[src/hw/rtl/ghash_pkg.sv]
package ghash_pkg;

	localparam int unsigned BLOCK_W = 128;
	localparam int unsigned HALF_W = 64;
	localparam int unsigned LEN_W = 61;
	localparam int unsigned VB_W = 5;
	localparam int unsigned BLOCK_BYTES = 16;
	localparam int unsigned BYTE_W = 8;
	localparam int unsigned GF_BITS_PER_CYCLE = 8;
	localparam int unsigned GF_STEPS = BLOCK_W / GF_BITS_PER_CYCLE;
	localparam int unsigned GF_CNT_W = $clog2(GF_STEPS);
	localparam logic [BLOCK_W-1:0] REDUCE_TOP = {8'he1, 120'd0};

	localparam logic MODE_ABSORB = 1'b0;
	localparam logic MODE_FINISH = 1'b1;

	localparam logic REG_SUBKEY_HIGH = 1'b0;
	localparam logic REG_SUBKEY_LOW = 1'b1;

	typedef struct packed {
		logic mode;
		logic [HALF_W-1:0] block_high;
		logic [HALF_W-1:0] block_low;
		logic [VB_W-1:0] valid_bytes;
		logic [LEN_W-1:0] aad_bytes;
		logic [LEN_W-1:0] text_bytes;
	} in_item_t;

	typedef struct packed {
		logic [HALF_W-1:0] hash_high;
		logic [HALF_W-1:0] hash_low;
	} out_item_t;

	typedef struct packed {
		logic busy;
		logic done;
	} gf_sts_t;

	typedef enum logic [1:0] {
		ST_IDLE,
		ST_MUL,
		ST_EMIT
	} state_t;

endpackage

[src/hw/rtl/ghash_mul.sv]
module ghash_mul
	import ghash_pkg::*;
(
	input  logic clk,
	input  logic arst_n,
	input  logic start,
	input  logic [BLOCK_W-1:0] x,
	input  logic [BLOCK_W-1:0] h,
	output gf_sts_t sts,
	output logic [BLOCK_W-1:0] z
);

	logic [BLOCK_W-1:0] x_q;
	logic [BLOCK_W-1:0] v_q;
	logic [BLOCK_W-1:0] z_q;
	logic [GF_CNT_W-1:0] cnt_q;
	logic busy_q;
	logic done_q;
	logic [BLOCK_W-1:0] z_nxt;
	logic [BLOCK_W-1:0] v_nxt;

	// Eight multiply steps per cycle, most significant bit of the operand first.
	always_comb begin
		logic [BLOCK_W-1:0] zt;
		logic [BLOCK_W-1:0] vt;
		logic carry;
		zt = z_q;
		vt = v_q;
		for (int j = 0; j < GF_BITS_PER_CYCLE; j++) begin
			if (x_q[BLOCK_W-1-j]) begin
				zt = zt ^ vt;
			end
			carry = vt[0];
			vt = vt >> 1;
			if (carry) begin
				vt = vt ^ REDUCE_TOP;
			end
		end
		z_nxt = zt;
		v_nxt = vt;
	end

	always_ff @(posedge clk or negedge arst_n) begin
		if (!arst_n) begin
			busy_q <= 1'b0;
			done_q <= 1'b0;
			cnt_q <= '0;
		end else begin
			done_q <= 1'b0;
			if (start) begin
				busy_q <= 1'b1;
				cnt_q <= '0;
			end else if (busy_q) begin
				cnt_q <= cnt_q + 1'b1;
				if (cnt_q == GF_CNT_W'(GF_STEPS - 1)) begin
					busy_q <= 1'b0;
					done_q <= 1'b1;
				end
			end
		end
	end

	always_ff @(posedge clk) begin
		if (start) begin
			x_q <= x;
			v_q <= h;
			z_q <= '0;
		end else if (busy_q) begin
			x_q <= x_q << GF_BITS_PER_CYCLE;
			v_q <= v_nxt;
			z_q <= z_nxt;
		end
	end

	assign sts.busy = busy_q;
	assign sts.done = done_q;
	assign z = z_q;

endmodule

[src/hw/rtl/ghash_accumulator_unit.sv]
// Channel  Direction  Handshake           Payload
// in       input      in_valid/in_stall   in_item (in_item_t)
// out      output     out_valid/out_stall out_item (out_item_t)
// cfg      input      cfg_we              cfg_index, cfg_data
//
// An item that multiplies is accepted and starts the shared multiplier, which folds in
// eight bits of the operand per cycle; the item retires when the multiplier is done.
// An absorb item with no valid bytes is accepted and changes nothing.
// A finish item then loads the output register in the emit state, held there while stalled.
// Reset clears the subkey, the accumulator and all control state; no clearing pass.
module ghash_accumulator_unit
	import ghash_pkg::*;
(
	input  logic clk,
	input  logic arst_n,
	input  logic in_valid,
	output logic in_stall,
	input  in_item_t in_item,
	output logic out_valid,
	input  logic out_stall,
	output out_item_t out_item,
	input  logic cfg_we,
	input  logic cfg_index,
	input  logic [HALF_W-1:0] cfg_data
);

	state_t state_q;
	state_t state_nxt;
	logic [HALF_W-1:0] subkey_high_q;
	logic [HALF_W-1:0] subkey_low_q;
	logic [BLOCK_W-1:0] acc_q;
	logic mode_q;
	logic out_valid_q;
	out_item_t out_item_q;
	logic in_acc;
	logic mul_start;
	logic out_free;
	logic out_load;
	logic [BLOCK_W-1:0] mask;
	logic [BLOCK_W-1:0] mul_x;
	logic [BLOCK_W-1:0] mul_z;
	logic [VB_W-1:0] vb_sat;
	gf_sts_t mul_sts;

	ghash_mul u_mul (
		.clk(clk),
		.arst_n(arst_n),
		.start(mul_start),
		.x(mul_x),
		.h({subkey_high_q, subkey_low_q}),
		.sts(mul_sts),
		.z(mul_z)
	);

	always_ff @(posedge clk or negedge arst_n) begin
		if (!arst_n) begin
			subkey_high_q <= '0;
			subkey_low_q <= '0;
		end else if (cfg_we) begin
			case (cfg_index)
				REG_SUBKEY_HIGH: subkey_high_q <= cfg_data;
				REG_SUBKEY_LOW: subkey_low_q <= cfg_data;
				default: subkey_high_q <= subkey_high_q;
			endcase
		end
	end

	always_comb begin
		vb_sat = (in_item.valid_bytes > VB_W'(BLOCK_BYTES)) ? VB_W'(BLOCK_BYTES)
			: in_item.valid_bytes;
		for (int j = 0; j < BLOCK_BYTES; j++) begin
			mask[BLOCK_W-1-j*BYTE_W -: BYTE_W] = (VB_W'(j) < vb_sat) ? 8'hff : 8'h00;
		end
	end

	always_comb begin
		if (in_item.mode == MODE_FINISH) begin
			mul_x = acc_q ^ {in_item.aad_bytes, 3'b000, in_item.text_bytes, 3'b000};
		end else begin
			mul_x = acc_q ^ ({in_item.block_high, in_item.block_low} & mask);
		end
	end

	assign in_stall = (state_q != ST_IDLE);
	assign in_acc = in_valid && !in_stall;
	assign mul_start = in_acc && ((in_item.mode == MODE_FINISH) || (in_item.valid_bytes != '0));
	assign out_free = !out_valid_q || !out_stall;

	always_ff @(posedge clk or negedge arst_n) begin
		if (!arst_n) begin
			state_q <= ST_IDLE;
		end else begin
			state_q <= state_nxt;
		end
	end

	always_comb begin
		state_nxt = state_q;
		out_load = 1'b0;
		case (state_q)
			ST_IDLE: begin
				if (mul_start) begin
					state_nxt = ST_MUL;
				end
			end
			ST_MUL: begin
				if (mul_sts.done) begin
					state_nxt = (mode_q == MODE_FINISH) ? ST_EMIT : ST_IDLE;
				end
			end
			ST_EMIT: begin
				if (out_free) begin
					out_load = 1'b1;
					state_nxt = ST_IDLE;
				end
			end
			default: state_nxt = ST_IDLE;
		endcase
	end

	always_ff @(posedge clk or negedge arst_n) begin
		if (!arst_n) begin
			acc_q <= '0;
			mode_q <= MODE_ABSORB;
			out_valid_q <= 1'b0;
		end else begin
			if (mul_start) begin
				mode_q <= in_item.mode;
			end
			if (state_q == ST_MUL && mul_sts.done) begin
				acc_q <= (mode_q == MODE_FINISH) ? '0 : mul_z;
			end
			if (out_load) begin
				out_valid_q <= 1'b1;
			end else if (!out_stall) begin
				out_valid_q <= 1'b0;
			end
		end
	end

	always_ff @(posedge clk) begin
		if (out_load) begin
			out_item_q.hash_high <= mul_z[BLOCK_W-1:HALF_W];
			out_item_q.hash_low <= mul_z[HALF_W-1:0];
		end
	end

	assign out_valid = out_valid_q;
	assign out_item = out_item_q;

`ifndef SYNTH
	a_done_in_mul: assert property (@(posedge clk) disable iff (!arst_n)
		mul_sts.done |-> state_q == ST_MUL)
		else $error("multiplier finished outside the multiply state");
	a_out_from_emit: assert property (@(posedge clk) disable iff (!arst_n)
		$rose(out_valid) |-> $past(state_q) == ST_EMIT)
		else $error("result shown without a finish item");
	a_finish_clears: assert property (@(posedge clk) disable iff (!arst_n)
		(state_q == ST_MUL && mul_sts.done && mode_q == MODE_FINISH) |=> acc_q == '0)
		else $error("accumulator not cleared after finish");
	a_no_restart: assert property (@(posedge clk) disable iff (!arst_n)
		mul_sts.busy |-> !mul_start)
		else $error("multiplier restarted while busy");
`endif

endmodule
[config.mk]
export PLATFORM = sky130hd
export DESIGN_NAME = ghash_accumulator_unit
export DESIGN_NICKNAME = d
export VERILOG_FILES = /design/src/hw/rtl/ghash_pkg.sv /design/src/hw/rtl/ghash_mul.sv /design/src/hw/rtl/ghash_accumulator_unit.sv
export SDC_FILE = /design/constraint.sdc
export NUM_CORES = 2
export LEC_CHECK = 0
export BUFFER_PORTS_ARGS = -buffer_cell sky130_fd_sc_hd__buf_2
export CAP_MARGIN = 20
export CORE_MARGIN = 2
export CORE_UTILIZATION = 55
export CTS_CLUSTER_SIZE = 28
export DETAILED_ROUTE_END_ITERATION = 8
export GPL_ROUTABILITY_DRIVEN = 0
export PLACE_DENSITY = 0.8
export SYNTH_ARGS = -nofsm -noshare
export SYNTH_HDL_FRONTEND = slang
export SYNTH_SLANG_ARGS = --single-unit
[constraint.sdc]
create_clock -name clk -period 10.9 [get_ports clk]
set_input_delay 0.545 -clock clk [delete_from_list [all_inputs] [get_ports clk]]
set_output_delay 0.545 -clock clk [all_outputs]
set_load 0.1 [all_outputs]
==> metrics.log <==
[metrics] average vias per placed instance: about 5.7
[metrics] achievable clock frequency: 231 MHz
[metrics] Worst-Skew Late Latency: 0.66 ns
[metrics] initial antenna violation count: 25
[metrics] CP required: 11.16 ns
[metrics] number of distinct library cells after synthesis: 51
[metrics] grt ovf: 0
[metrics] total via count in the routed design: 36100
[metrics] clock root buffer: sky130_fd_sc_hd__clkbuf_16
[metrics] TritonRoute pass-1 iters: 6
[metrics] count of filler cells inserted in the layout: ~6600
[metrics] result of the run: finished, final reports clean
[metrics] cell with the largest stage delay on the worst path: sky130_fd_sc_hd__dfrtp_1
[metrics] final cell utilization of the core: 61.1%
[metrics] Relative slew margins: 20.4%
[metrics] final setup fails: 0
[metrics] element type at the critical path start: register
[metrics] top-level port count: approximately 460
[metrics] Synth warnings: 0
[metrics] start-to-end type of the worst setup path: reg2reg
[metrics] CTS hold repair buffers: 1
[metrics] first-pass GRT wire length: 201000 um
[metrics] Die X-Extent: 291 um
[metrics] PortBufs: 455
[metrics] netlist area before placement: 45400 um2
[metrics] PD cells: 405 nW/um2
[metrics] CP peak stage delay: between 0.9 and 1 ns
[metrics] Tmin final: 4.33 ns
[metrics] proportion of register bits with asynchronous set or reset after synthesis: 34.2%
[metrics] die area: 84800 um2
[metrics] sum of net half-perimeters after detailed placement: about 93000 um
[metrics] # clock sinks: 778
[metrics] NumNets Final: 5495
[metrics] Least-Margin Pin Slew: 1.19 ns
[metrics] number of nets with antenna violations after routing: 0
[metrics] final total negative setup slack: 0 ns
[metrics] DRC violations left: 0
[metrics] vias in the first global route: 33500
[metrics] maximum buffer depth of the clock tree: 3
[metrics] Routed wire per std cell: 21.1 um
[metrics] total routing usage reported by global routing: 30.6%
[metrics] top fanout value on the critical path: 108
[metrics] Crit. End Element: register
[metrics] clock-pin transition on the worst setup and hold timing paths: 0.06 ns
[metrics] worst voltage drop across the vdd grid: between 150 and 200 uV
[metrics] die extent in y: 291 um
[metrics] fraction of final layout cells with drive strength greater than 1: about 14%
[metrics] Initial Util: 55.4%
[metrics] synthesis-to-layout area growth: 10.2%
[metrics] Leakage Power: 20.3 nW
[metrics] number of synthesized flops with an enable pin: 384
[metrics] WP data arrival: about 4.6 ns
[metrics] largest net degree at the start of global routing: 248
[metrics] hold crit path type: in2reg
[metrics] first-iteration detailed-routing DRC count: 4643
[metrics] Num CTS Buffers: 76
[metrics] H-Tree Level Count: 3
[metrics] chain of cells forming the critical path: inv_4 -> nand2_4 -> buf_4 -> buf_4
[metrics] count of endpoints failing hold in the final timing report: 0
[metrics] syn_nets: 5344
[metrics] number of flip-flops and latches in the synthesized netlist: 778
[metrics] total routed wirelength: 133000 um
[metrics] post-route clock period utilization: between 30 and 40%
[metrics] Total Power Consumption: 20.3 mW
[metrics] clock tree from TritonCTS: built
[metrics] Row Count: around 110
[metrics] post_cts resized: 0
[metrics] number of instances in the synthesized netlist: 5017
[metrics] CP most frequent cell: sky130_fd_sc_hd__buf_4
[metrics] max-capacitance violation count: 0
[metrics] Seq/Total Area, Yosys: 45.7%
[metrics] Most used DFF post-synth: sky130_fd_sc_hd__edfxtp_1
[metrics] area inside the core boundary: 81800 um2
[metrics] Slew Limit Fails: 0
[metrics] RSZ-0062 raised after global routing: false
[metrics] setup bufs post-CTS: 0
[metrics] average cell area after synthesis: around 9 um2
[metrics] Setup Skew: 0.0352 ns
[flip-flops by register name, indices dropped and copies added (netlist names), 2 cells and up]
name           flops
u_mul.cnt_q        4
acc_q            128
u_mul.v_q        128
out_item         128
subkey_high_q     64
u_mul.x_q        128
subkey_low_q      64
state_q            2
u_mul.z          128
[layer usage]
layer	track usage [%]	vias to the layer above	part of all wire, %
li1	-	16600	-
met3	5.86	252	10
met2	48.4	1782	46
met1	42.4	17400	40
met4	9.90	44	3.0
met5	0	-	0.20
[layout make-up]
cell class / count / area [um2] / area share (%)
diodes: 3 / 7.51 / 0.0150
clock buffers: 113 / 2170 / 4.34
clock inverters: 29 / 329 / 0.658
inverters: 10 / 40.0 / 0.0800
multi-input cells: 3809 / 22800 / 45.5
flip-flops and latches: 778 / 20800 / 41.5
well taps: 1070 / 1340 / 2.68
repair buffers: 493 / 2600 / 5.20
[path summary, 6_finish.rpt]
kind | startpoint | endpoint | slack [ns] | depth (start not counted)
setup / recovery | u_mul.busy_q$_DFF_PN0_ | u_mul.v_q[40]$_DFFE_PP_ | 6.57 | 4
hold / removal | cfg_data[19] | subkey_low_q[19]$_DFFE_PN0P_ | 0.16 | 2
setup reg to reg | u_mul.busy_q$_DFF_PN0_ | u_mul.v_q[40]$_DFFE_PP_ | 6.57 | 4
hold reg to reg | u_mul.z[18]$_SDFFE_PP0P_ | out_item[18]$_DFFE_PP_ | 0.46 | 0
max in group asynchronous | arst_n | mode_q$_DFFE_PN0P_ | 8.87 | 3
min in group asynchronous | arst_n | subkey_low_q[23]$_DFFE_PN0P_ | 0.53 | 2
[kinds of logic after synthesis]
group | Yosys count | synth area share, %
xor gates and xnor gates | 1041 | 20.7
and+or+nand+nor | 1951 | 17.7
buffers and inverters | 430 | 4.15
adders and majority gates | 1 | 0.0276
DFF | 778 | 45.7
AOI/OAI and AO/OA | 683 | 8.46
muxes | 133 | 3.29
[cell usage after synthesis (all sizes together) (4+ instances only)]
cell | instances | area share (%)
o21ai | 374 | 4.1
buf | 140 | 1.7
inv | 10 | 0.083
o221ai | 7 | 0.14
xor2 | 383 | 7.4
dfrtp | 266 | 15
a21oi | 153 | 1.7
xnor3 | 14 | 0.69
nand2 | 1618 | 13
o211ai | 10 | 0.17
nor2b | 6 | 0.083
clkbuf | 280 | 2.3
nor2 | 47 | 0.39
mux2i | 5 | 0.11
nand4 | 4 | 0.055
xnor2 | 641 | 12
or3 | 117 | 1.6
mux2 | 128 | 3.2
dfxtp | 128 | 5.6
nand3 | 17 | 0.19
nand2b | 132 | 1.8
edfxtp | 384 | 25
a22oi | 122 | 2.0
[stage by stage]
stage / instance area [um2] / setup WS (ns) / cells / hold slack, ns
2_1_floorplan: 45400 / 2.71 / 5017 / 0.249
5_1_grt: 50000 / 6.23 / 6303 / 0.151
4_1_cts: 50000 / 6.65 / 6301 / 0.129
6_report: 50000 / 6.57 / 6305 / 0.155
3_3_place_gp: 47500 / 6.73 / 6158 / 0.457
3_5_place_dp: 47500 / 6.64 / 6158 / 0.467
[where the power goes]
part           leakage (nW)  total [mW]  internal [mW]  switching [mW]
clock network          1.21        2.61           1.45            1.16
registers              8.32        6.24           4.57            1.66
logic                  10.7        11.4           5.17            6.24
[worst max-delay path, delay by kind of cell (launching register included)]
kind,cells,cell delay (ns)
simple gates,1,0.78
flops,1,0.95
buf+inv,3,2.09
[cell usage in the layout, fill, tap and decap left out, types with 3 or more instances in the layout]
cell type / count
sky130_fd_sc_hd__xor3_1: 3
sky130_fd_sc_hd__nand2_1: 1615
sky130_fd_sc_hd__xnor3_1: 14
sky130_fd_sc_hd__nand3_1: 17
sky130_fd_sc_hd__buf_4: 36
sky130_fd_sc_hd__xor2_1: 381
sky130_fd_sc_hd__a21oi_1: 152
sky130_fd_sc_hd__nand4_1: 4
sky130_fd_sc_hd__diode_2: 3
sky130_fd_sc_hd__or3_1: 117
sky130_fd_sc_hd__edfxtp_1: 384
sky130_fd_sc_hd__clkbuf_8: 13
sky130_fd_sc_hd__o211ai_1: 10
sky130_fd_sc_hd__clkinv_16: 3
sky130_fd_sc_hd__clkbuf_1: 24
sky130_fd_sc_hd__inv_1: 9
sky130_fd_sc_hd__nor2_1: 47
sky130_fd_sc_hd__dfxtp_1: 128
sky130_fd_sc_hd__o21ai_0: 374
sky130_fd_sc_hd__buf_2: 453
sky130_fd_sc_hd__clkinv_8: 4
sky130_fd_sc_hd__dfrtp_1: 265
sky130_fd_sc_hd__a22oi_1: 122
sky130_fd_sc_hd__mux2i_1: 5
sky130_fd_sc_hd__o221ai_1: 7
sky130_fd_sc_hd__nor2b_1: 5
sky130_fd_sc_hd__clkbuf_16: 76
sky130_fd_sc_hd__mux2_2: 128
sky130_fd_sc_hd__xnor2_1: 641
sky130_fd_sc_hd__nand2b_1: 132
sky130_fd_sc_hd__o22ai_1: 3
sky130_fd_sc_hd__clkinv_2: 12
(Power assumes the default switching activity.)
